### src/design/sdc_pkg.sv
// ----------------------------------------------------------------------------
// sdc_pkg
// Types, codes and reset constants of the sensor dump collector.
// ----------------------------------------------------------------------------
package sdc_pkg;

	localparam int MODULES_DEF = 5;
	localparam int ADDR_W      = 3;
	localparam int DATA_W      = 32;

	localparam logic [7:0] TIMEOUT_RST = 8'd6;
	localparam logic [7:0] POLL_RST    = 8'd133;

	typedef enum logic [1:0] {
		CMD_BYTE  = 2'd0,
		CMD_TICK  = 2'd1,
		CMD_QUERY = 2'd2,
		CMD_NONE  = 2'd3
	} cmd_t;

	typedef enum logic [1:0] {
		KIND_POLL    = 2'd0,
		KIND_CHG     = 2'd1,
		KIND_QRY     = 2'd2,
		KIND_RESTART = 2'd3
	} kind_t;

	typedef enum logic {
		REG_TIMEOUT = 1'b0,
		REG_POLL    = 1'b1
	} reg_idx_t;

	typedef enum logic [2:0] {
		ST_IDLE,
		ST_BYTE_CHK,
		ST_TICK_CHK,
		ST_CHG,
		ST_QRY,
		ST_RESTART,
		ST_POLL
	} st_t;

	typedef struct packed {
		logic  take_byte;
		logic  take_tick;
		logic  commit;
		logic  clear_round;
		logic  load;
		kind_t emit;
		logic  idx_inc;
		logic  idx_clr;
	} dp_cmd_t;

	typedef struct packed {
		logic complete;
		logic changed;
		logic timeout;
		logic idx_last;
		logic out_free;
	} dp_sts_t;

endpackage

### src/design/sensor_dump_collector.sv
// ----------------------------------------------------------------------------
// sensor_dump_collector
// Gathers polled sensor dumps into 16-bit words and reports changes,
// queries, timeouts and poll requests.
//
//   channel  | handshake            | payload
//   ---------+----------------------+---------------------------------------
//   item     | item_valid/stall     | command, rx_byte
//   result   | result_valid/stall   | kind, module_index, word_value, last
//   config   | APB psel/penable     | paddr, pwdata, prdata
//
// A query emits MODULES results; a completed round emits MODULES change
// results and a poll if changed, else a poll; a timeout a restart and a poll.
// The sequencer emits one result per cycle into a single output register
// unless result stall holds it; no new word is taken until all results of
// the current one are loaded. Reset clears the round, snapshot and registers.
// ----------------------------------------------------------------------------
module sensor_dump_collector
	import sdc_pkg::*;
#(
	parameter int MODULES = MODULES_DEF
)(
	input  logic              clk,
	input  logic              arst_n,
	input  logic              psel,
	input  logic              penable,
	input  logic              pwrite,
	input  logic [ADDR_W-1:0] paddr,
	input  logic [DATA_W-1:0] pwdata,
	output logic [DATA_W-1:0] prdata,
	output logic              pready,
	input  logic              item_valid,
	output logic              item_stall,
	input  logic [1:0]        command,
	input  logic [7:0]        rx_byte,
	output logic              result_valid,
	input  logic              result_stall,
	output logic [1:0]        kind,
	output logic [2:0]        module_index,
	output logic [15:0]       word_value,
	output logic              last
);

	logic [7:0] timeout_ticks_q;
	logic [7:0] poll_code_q;
	reg_idx_t   reg_sel;
	dp_cmd_t    cmd;
	dp_sts_t    sts;

	assign pready  = 1'b1;
	assign reg_sel = reg_idx_t'(paddr[2]);

	always_ff @(posedge clk or negedge arst_n) begin
		if (!arst_n) begin
			timeout_ticks_q <= TIMEOUT_RST;
			poll_code_q     <= POLL_RST;
		end else if (psel && penable && pwrite) begin
			case (reg_sel)
				REG_TIMEOUT: timeout_ticks_q <= pwdata[7:0];
				REG_POLL:    poll_code_q     <= pwdata[7:0];
				default:     ;
			endcase
		end
	end

	always_comb begin
		case (reg_sel)
			REG_TIMEOUT: prdata = {{(DATA_W-8){1'b0}}, timeout_ticks_q};
			REG_POLL:    prdata = {{(DATA_W-8){1'b0}}, poll_code_q};
			default:     prdata = '0;
		endcase
	end

	sdc_ctrl u_ctrl (
		.clk        (clk),
		.arst_n     (arst_n),
		.item_valid (item_valid),
		.command    (command),
		.item_stall (item_stall),
		.sts        (sts),
		.cmd        (cmd)
	);

	sdc_dp #(
		.MODULES (MODULES)
	) u_dp (
		.clk           (clk),
		.arst_n        (arst_n),
		.cmd           (cmd),
		.sts           (sts),
		.rx_byte       (rx_byte),
		.timeout_ticks (timeout_ticks_q),
		.poll_code     (poll_code_q),
		.result_valid  (result_valid),
		.result_stall  (result_stall),
		.kind          (kind),
		.module_index  (module_index),
		.word_value    (word_value),
		.last          (last)
	);

endmodule

### src/design/sdc_ctrl.sv
// ----------------------------------------------------------------------------
// sdc_ctrl
// Sequencer: accepts one word, checks round state, steps out the results.
// ----------------------------------------------------------------------------
module sdc_ctrl
	import sdc_pkg::*;
(
	input  logic    clk,
	input  logic    arst_n,
	input  logic    item_valid,
	input  logic [1:0] command,
	output logic    item_stall,
	input  dp_sts_t sts,
	output dp_cmd_t cmd
);

	st_t state_q, state_d;

	always_ff @(posedge clk or negedge arst_n) begin
		if (!arst_n) begin
			state_q <= ST_IDLE;
		end else begin
			state_q <= state_d;
		end
	end

	always_comb begin
		state_d    = state_q;
		cmd        = '0;
		cmd.emit   = KIND_POLL;
		item_stall = (state_q != ST_IDLE);
		case (state_q)
			ST_IDLE: begin
				if (item_valid) begin
					case (cmd_t'(command))
						CMD_BYTE: begin
							cmd.take_byte = 1'b1;
							state_d       = ST_BYTE_CHK;
						end
						CMD_TICK: begin
							cmd.take_tick = 1'b1;
							state_d       = ST_TICK_CHK;
						end
						CMD_QUERY: state_d = ST_QRY;
						default:   state_d = ST_IDLE;
					endcase
				end
			end
			ST_BYTE_CHK: begin
				if (sts.complete) begin
					cmd.clear_round = 1'b1;
					cmd.commit      = sts.changed;
					state_d         = sts.changed ? ST_CHG : ST_POLL;
				end else begin
					state_d = ST_IDLE;
				end
			end
			ST_TICK_CHK: begin
				if (sts.timeout) begin
					cmd.clear_round = 1'b1;
					state_d         = ST_RESTART;
				end else begin
					state_d = ST_IDLE;
				end
			end
			ST_CHG, ST_QRY: begin
				if (sts.out_free) begin
					cmd.load = 1'b1;
					cmd.emit = (state_q == ST_CHG) ? KIND_CHG : KIND_QRY;
					if (sts.idx_last) begin
						cmd.idx_clr = 1'b1;
						state_d     = (state_q == ST_CHG) ? ST_POLL : ST_IDLE;
					end else begin
						cmd.idx_inc = 1'b1;
					end
				end
			end
			ST_RESTART: begin
				if (sts.out_free) begin
					cmd.load = 1'b1;
					cmd.emit = KIND_RESTART;
					state_d  = ST_POLL;
				end
			end
			ST_POLL: begin
				if (sts.out_free) begin
					cmd.load = 1'b1;
					cmd.emit = KIND_POLL;
					state_d  = ST_IDLE;
				end
			end
			default: state_d = ST_IDLE;
		endcase
	end

endmodule

### src/design/sdc_dp.sv
// ----------------------------------------------------------------------------
// sdc_dp
// Round gathering, snapshot store, idle tick count and result register.
// ----------------------------------------------------------------------------
module sdc_dp
	import sdc_pkg::*;
#(
	parameter int MODULES = MODULES_DEF
)(
	input  logic        clk,
	input  logic        arst_n,
	input  dp_cmd_t     cmd,
	output dp_sts_t     sts,
	input  logic [7:0]  rx_byte,
	input  logic [7:0]  timeout_ticks,
	input  logic [7:0]  poll_code,
	output logic        result_valid,
	input  logic        result_stall,
	output logic [1:0]  kind,
	output logic [2:0]  module_index,
	output logic [15:0] word_value,
	output logic        last
);

	localparam int IDXW = (MODULES > 1) ? $clog2(MODULES) : 1;
	localparam int BSW  = $clog2(2 * MODULES + 1);

	logic [15:0]     gather_q [MODULES];
	logic [15:0]     stored_q [MODULES];
	logic [BSW-1:0]  bytes_seen_q;
	logic [7:0]      ticks_idle_q;
	logic [IDXW-1:0] idx_q;
	logic [IDXW-1:0] slot;
	logic            changed;

	logic            res_valid_q;
	kind_t           kind_q;
	logic [2:0]      module_index_q;
	logic [15:0]     word_q;
	logic            last_q;

	assign slot = bytes_seen_q[IDXW:1];

	always_comb begin
		changed = 1'b0;
		for (int i = 0; i < MODULES; i++) begin
			if (gather_q[i] != stored_q[i]) changed = 1'b1;
		end
	end

	assign sts.complete = (bytes_seen_q == BSW'(2 * MODULES));
	assign sts.changed  = changed;
	assign sts.timeout  = (ticks_idle_q >= timeout_ticks);
	assign sts.idx_last = (idx_q == IDXW'(MODULES - 1));
	assign sts.out_free = !res_valid_q || !result_stall;

	always_ff @(posedge clk or negedge arst_n) begin
		if (!arst_n) begin
			for (int i = 0; i < MODULES; i++) begin
				gather_q[i] <= '0;
				stored_q[i] <= '0;
			end
			bytes_seen_q <= '0;
			ticks_idle_q <= '0;
			idx_q        <= '0;
		end else begin
			if (cmd.take_byte) begin
				for (int i = 0; i < MODULES; i++) begin
					if (slot == IDXW'(i)) begin
						if (bytes_seen_q[0]) begin
							gather_q[i][15:8] <= gather_q[i][15:8] | rx_byte;
						end else begin
							gather_q[i][7:0] <= gather_q[i][7:0] | rx_byte;
						end
					end
				end
				bytes_seen_q <= bytes_seen_q + 1'b1;
				ticks_idle_q <= '0;
			end
			if (cmd.take_tick && ticks_idle_q != 8'hFF) begin
				ticks_idle_q <= ticks_idle_q + 1'b1;
			end
			if (cmd.commit) begin
				for (int i = 0; i < MODULES; i++) stored_q[i] <= gather_q[i];
			end
			if (cmd.clear_round) begin
				for (int i = 0; i < MODULES; i++) gather_q[i] <= '0;
				bytes_seen_q <= '0;
				ticks_idle_q <= '0;
			end
			if (cmd.idx_clr) begin
				idx_q <= '0;
			end else if (cmd.idx_inc) begin
				idx_q <= idx_q + 1'b1;
			end
		end
	end

	always_ff @(posedge clk or negedge arst_n) begin
		if (!arst_n) begin
			res_valid_q <= 1'b0;
		end else if (cmd.load) begin
			res_valid_q <= 1'b1;
		end else if (!result_stall) begin
			res_valid_q <= 1'b0;
		end
	end

	always_ff @(posedge clk) begin
		if (cmd.load) begin
			kind_q <= cmd.emit;
			case (cmd.emit)
				KIND_CHG, KIND_QRY: begin
					module_index_q <= 3'(idx_q);
					word_q         <= stored_q[idx_q];
					last_q         <= (cmd.emit == KIND_QRY) && sts.idx_last;
				end
				KIND_POLL: begin
					module_index_q <= '0;
					word_q         <= {8'h00, poll_code};
					last_q         <= 1'b1;
				end
				default: begin
					module_index_q <= '0;
					word_q         <= '0;
					last_q         <= 1'b0;
				end
			endcase
		end
	end

	assign result_valid = res_valid_q;
	assign kind         = kind_q;
	assign module_index = module_index_q;
	assign word_value   = word_q;
	assign last         = last_q;

endmodule

### config.mk
export PLATFORM = sky130hd
export DESIGN_NAME = sensor_dump_collector
export DESIGN_NICKNAME = d
export VERILOG_FILES = /design/src/design/sdc_pkg.sv /design/src/design/sensor_dump_collector.sv /design/src/design/sdc_ctrl.sv /design/src/design/sdc_dp.sv
export SDC_FILE = /design/constraint.sdc
export NUM_CORES = 1
export LEC_CHECK = 0
export BUFFER_PORTS_ARGS = -buffer_cell sky130_fd_sc_hd__clkbuf_2
export CAP_MARGIN = 25
export CORE_MARGIN = 2
export CORE_UTILIZATION = 39
export CTS_BUF_LIST = sky130_fd_sc_hd__clkbuf_2
export DETAILED_ROUTE_END_ITERATION = 8
export HOLD_SLACK_MARGIN = 0.06
export SYNTH_ARGS = -nofsm -noshare
export SYNTH_HDL_FRONTEND = slang
export SYNTH_SLANG_ARGS = --single-unit
### constraint.sdc
create_clock -name clk -period 2.9 [get_ports clk]
set_clock_uncertainty 0.05 [all_clocks]
set_input_delay 0.58 -clock clk [delete_from_list [all_inputs] [get_ports clk]]
set_output_delay 0.58 -clock clk [all_outputs]
set_load 0.005 [all_outputs]
# Yosys cells after proc, flatten, opt, wreduce, memory -nomap -nowiden
# Index checks and enable logic that the tools add are counted.
[totals]
regBits = 217
inputBits = 52
output_inout_bits = 57
word_cells = 172
[classes]
addsub = 3
magnitude_cmp = 2
n_eq_ne = 29
mux = 64
n_bitwise = 12
reduce_logical = 36
[ops]
columns = ["op", "n"]
rows = [
  ["$mux W80", 2],
  ["$mux W16", 7],
  ["$mux W8", 13],
  ["$ne A16 B16 Y1", 5],
  ["$or A8 B8 Y8", 10],
  ["$pmux W32 S2", 1],
  ["$bmux W16 S3", 1],
  ["$mux W3", 13],
  ["$pmux W16 S2", 1],
  ["$reduce_and A3 Y1", 10],
  ["$pmux W3 S3", 2],
  ["$pmux W3 S6", 1],
  ["$reduce_bool A2 Y1", 8],
  ["$eq A3 B3 Y1 const B", 5],
  ["$mux W1", 13],
  ["$eq A3 B2 Y1 const B", 4],
  ["$mux W2", 5],
  ["$ne A2 B2 Y1 const B", 5],
  ["$add A8 B1 Y8 const B", 1],
  ["$ge A8 B8 Y1", 1],
  ["$mux W4", 2],
  ["$ne A8 B8 Y1 const B", 1],
  ["$eq A3 B1 Y1 const B", 2],
  ["$logic_not A3 Y1", 2],
  ["other kinds (19)", 31],
]

# Logic depth before layout (Yosys ltp)
[logic_depth]
depth_word = 10
mapped_depth = 10

# Modules after synthesis
# A second synthesis with hierarchy kept.
[unflattened]
hier_cells = 901
hier_area_um2 = 10540.1
[by_module_without_submodules]
columns = ["module", "instances", "cells_per_inst", "area_per_inst_um2", "seq_area_each_um2"]
rows = [
  ["sdc_dp", 1, 772, 9195.1, 5064.9],
  ["sensor_dump_collector", 1, 70, 928.4, 406.6],
  ["sdc_ctrl", 1, 59, 416.6, 75.1],
]

# Worst setup path before layout
# Ideal clock, no wire load.
[synth_path]
path_type = "register to register"
startpoint = "register u_ctrl.state_q[0]"
endpoint = "register u_dp.kind_q[0], in the netlist u_dp.kind[0] (enable)"
setup_ps = 408
arrival_time_ps = 2113
required_ps = 2442
setup_slack_ps = 328
path_stages_with_launch = 5
n_path_buf = 1
path_cell_list = "dfrtp_1 clkbuf_1 nand2_1 xor2_1 a21oi_1"
[synth_rtl]
columns = ["element", "line_no", "rtl"]
rows = [
  ["start: declaration", "sdc_ctrl.sv:17", "st_t state_q, state_d;"],
  ["start signal: assignment", "sdc_ctrl.sv:23", "state_q <= state_d;"],
  ["end signal: assignment", "sdc_dp.sv:111", "kind_q <= cmd.emit;"],
  ["end: declaration", "sdc_dp.sv:37", "kind_t kind_q;"],
]

# Worst setup path in the final report
[layout_path]
startpoint = "register u_dp.stored_q[16] in the netlist's numbering"
endpoint = "register u_dp.stored_q[67] in the netlist's numbering"
[layout_via]
elab_chain_len = 5
[layout_lines]
columns = ["element", "line_no", "rtl"]
rows = [
  ["start: declaration", "sdc_dp.sv:29", "logic [15:0] stored_q [MODULES];"],
  ["start signal: indexed assignment", "sdc_dp.sv:61", "stored_q[i] <= '0;"],
  ["$ne A16 B16 Y1", "sdc_dp.sv:47", "if (gather_q[i] != stored_q[i]) changed = 1'b1;"],
  ["$mux W1 (2 in a row)", "sdc_dp.sv:47", ""],
  ["$mux W2", "sdc_ctrl.sv:50", "if (sts.complete) begin"],
  ["$mux W1", "sdc_ctrl.sv:32", "case (state_q)"],
]
# Every way passes these cells.
# A chain may end at the register's enable or synchronous reset.

==> results.json <==
{
  "rrSetupSlack_ns": 0.06,
  "grt.overflow.total": 0,
  "dieHeight_um": 167.1,
  "outcome": "complete, no violations",
  "clockBufferDepth": 3,
  "synth_xor_area_frac": 0.07089,
  "cts_tree": "built",
  "crit_start": "u_dp.stored_q[16]",
  "synth_fa_ha_area_frac": 0.01809,
  "rows": 59,
  "hpwl_um": 16770,
  "place_area_um2": 11110,
  "yosysWarnings": 0,
  "root_buffer": "clkbuf_2",
  "worst_slew_pin_slew_ns": 0.6747,
  "slew_violations": 0,
  "vias": 7142,
  "timing.rr.end": "u_dp.stored_q[67]",
  "required_ns": 3.50,
  "p_switching_mw": 2.959,
  "combPwrFrac": 0.269,
  "worst_r2r_path_depth": 7,
  "syn_inst": 892,
  "crit_type": "reg -> reg",
  "grt_pass1_wl_um": 40010,
  "r2r_start": "u_dp.stored_q[16]",
  "fill_cells": 2430,
  "post_drt_wl_per_cell_um": 18.13,
  "cp_max_fo": 35,
  "switching_share": 0.3489,
  "io_buffers": 57,
  "min_path_type": "in -> reg",
  "hold_viol": 0,
  "dp.cells": 1271,
  "peakVddDrop_mv": 0.4474,
  "synth_compound_area_frac": 0.08874,
  "route.detailed.drc": 0,
  "ios": 109,
  "synth_top_family_by_area": "multiplexers",
  "drt-total-wl_um": 25130,
  "ys_types": 59,
  "gp_congestion": 0.8016,
  "clkPwrFrac": 0.253,
  "syn-cell-area_um2": 10380,
  "h-tree-depth": 2,
  "die_x_um": 167.1,
  "syn_area_per_cell_um2": 11.63,
  "setup_viol": 0,
  "intPower_mw": 5.521,
  "clock-sinks": 217,
  "power_leakage_nw": 5.567,
  "start_kind": "flop",
  "arrival_ns": 3.44,
  "grt_antenna_before_repair": 1,
  "fin_crit_sh": 0.9798,
  "end_kind": "flop",
  "max_freq_mhz": 351.9,
  "maxSlewHeadroom": 0.5472,
  "crit_path_end": "u_dp.stored_q[67]",
  "track_usage": 0.1823,
  "fin_nets": 1072,
  "synth_edf_count": 22,
  "final_common_cell": "dfrtp_1",
  "final_area_um2": 11760,
  "grt_pass1_vias": 7126,
  "final_antenna_net_count": 0,
  "fin_crit_ns": 2.841,
  "layout-drive-gt1-share": 0.2905,
  "firstDrtPassIters": 5,
  "final_cells": 1386,
  "power_density_nw_per_um2": 721.4,
  "post_cts_buffers": 0,
  "dieArea_um2": 27930,
  "drt_iter0_drc": 505,
  "ys_seq_area_frac": 0.5345,
  "cts_buffers": 56,
  "async_reset_ff_frac": 0.8986,
  "grt_max_degree": 62,
  "pwr-share-seq": 0.478,
  "start_util": 0.3982,
  "yosys_most_used_dff": "dfrtp_1",
  "yosys_register_bits": 217,
  "path_clk_slew_ns": 0.10,
  "area_growth_pct": 13.27,
  "clk_latency_ns": 0.85,
  "maxCapViolations": 0,
  "core_area_um2": 26060,
  "avgViaCountPerCell": 5.153,
  "muxShareOfSynthArea": 0.1422,
  "synth-simple-area-share": 0.09995,
  "final_util": 0.4511,
  "final_cell_mix": "dfrtp_1, clkbuf_2, nor2_1, a21oi_1, mux2_2"
}
==> cells by family (layout without fill, tap and decap cells) <==
kind of cell | Yosys count | count (layout)
compound gates | 154 | 154
other cells | 2 | 26
flops | 217 | 217
mux | 115 | 115
simple gates | 222 | 222
fa+ha+maj | 15 | 15
buf+inv | 83 | 218
xor+xnor | 84 | 84
==> registers in the layout, indices dropped and copies added (netlist names) <==
signal,count
u_dp.result_valid,1
u_dp.kind,2
u_ctrl.state_q,3
u_dp.stored_q,80
u_dp.ticks_idle_q,8
u_dp.bytes_seen_q,4
timeout_ticks_q,8
u_dp.module_index,3
u_dp.last,1
poll_code_q,8
u_dp.idx_q,3
u_dp.gather_q,80
u_dp.word_value,16
==> cell usage after synthesis (5+ instances only) <==
| master | number | area, um^2 |
|---|---|---|
| a21oi_1 | 94 | 470.5 |
| a22o_1 | 6 | 52.55 |
| a22oi_1 | 14 | 105.1 |
| a31o_2 | 5 | 43.79 |
| buf_2 | 7 | 35.03 |
| buf_4 | 29 | 217.7 |
| buf_6 | 5 | 56.30 |
| clkbuf_1 | 23 | 86.33 |
| dfrtp_1 | 190 | 4755 |
| dfstp_2 | 5 | 131.4 |
| edfxtp_1 | 22 | 660.6 |
| ha_1 | 15 | 187.7 |
| inv_1 | 16 | 60.06 |
| mux2_1 | 9 | 101.4 |
| mux2_2 | 90 | 1013 |
| mux4_2 | 16 | 360.4 |
| nand2_1 | 28 | 105.1 |
| nand2b_1 | 11 | 68.82 |
| nand3_1 | 5 | 25.02 |
| nand4_1 | 22 | 137.6 |
| nor2_1 | 121 | 454.2 |
| nor3_1 | 5 | 25.02 |
| nor4_1 | 5 | 31.28 |
| o21ai_0 | 13 | 65.06 |
| xnor2_1 | 81 | 709.4 |
==> metrics by stage <==
stage | setup TNS, ns | hold WS, ns | power (mW) | setup slack (ns)
after global placement | 0 | 0.4384 | 6.337 | 0.09609
after floorplan | 0 | 0.2344 | 5.549 | 0.3285
after detailed placement | 0 | 0.4507 | 6.383 | 0.1263
after global routing | -0.01189 | 0.09514 | 9.087 | -0.007493
after CTS | 0 | 0.06171 | 8.572 | 0.0006064
final | 0 | 0.1499 | 8.480 | 0.05858
==> critical path: stages (launching register included) <==
cell	delay, ns
dfrtp_1	0.42
xnor2_1	0.32
nand4_1	0.16
nor4_2	0.39
nand3_1	0.29
o21ai_4	0.35
buf_12	0.27
mux2_2	0.36
==> how the worst min path moves through the flow <==
stage	start	endpoint	slack [ns]	cells past startpoint
global route	result_stall	u_dp.result_valid	0.1	4
detailed placement	timeout_ticks_q[5]	timeout_ticks_q[5]	0.45	1
floorplan	arst_n	poll_code_q[1]	0.23	0
global placement	timeout_ticks_q[3]	timeout_ticks_q[3]	0.44	1
CTS	result_stall	u_dp.result_valid	0.06	4
finish	result_stall	u_dp.result_valid	0.15	4
==> layer usage <==
layer / wire length [um] / up-vias / track usage / part of all wire
met1: 11790 / 3562 / 0.2516 / 0.47
met2: 11530 / 175 / 0.2827 / 0.46
met3: 1326 / 33 / 0.04632 / 0.053
met5: 0 / - / 0 / 0
li1: - / 3372 / - / -
met4: 481 / 0 / 0.05885 / 0.019
==> area by class of cell <==
| class | count | area [um^2] | share of cell area |
|---|---|---|---|
| tap | 335 | 419.2 | 0.03566 |
| antenna | 1 | 2.502 | 0.0002129 |
| clock inverter | 13 | 80.08 | 0.006812 |
| clock buffer | 90 | 450.4 | 0.03832 |
| timing repair buffer | 99 | 724.4 | 0.06163 |
| multi-input combinational | 615 | 4472 | 0.3804 |
| inverter | 16 | 60.06 | 0.005109 |
| sequential | 217 | 5547 | 0.4718 |
==> power by group through the flow <==
stage | logic, mW | clock network [mW] | registers [mW]
after floorplan | 1.53 | 0 | 4.02
after global placement | 2.24 | 0 | 4.10
after detailed placement | 2.27 | 0 | 4.11
after CTS | 2.29 | 2.22 | 4.06
after global routing | 2.56 | 2.40 | 4.13
final | 2.28 | 2.14 | 4.05
==> what timing repair did <==
| item | CTS | global route |
|---|---|---|
| hold buffers | 11 | 0 |
| setup endpoints to repair | 0 | 39 |
| resized for setup | 0 | 1 |
| endpoints found under the hold margin | 89 | 0 |
No activity file was read; power rests on OpenSTA's default activity.
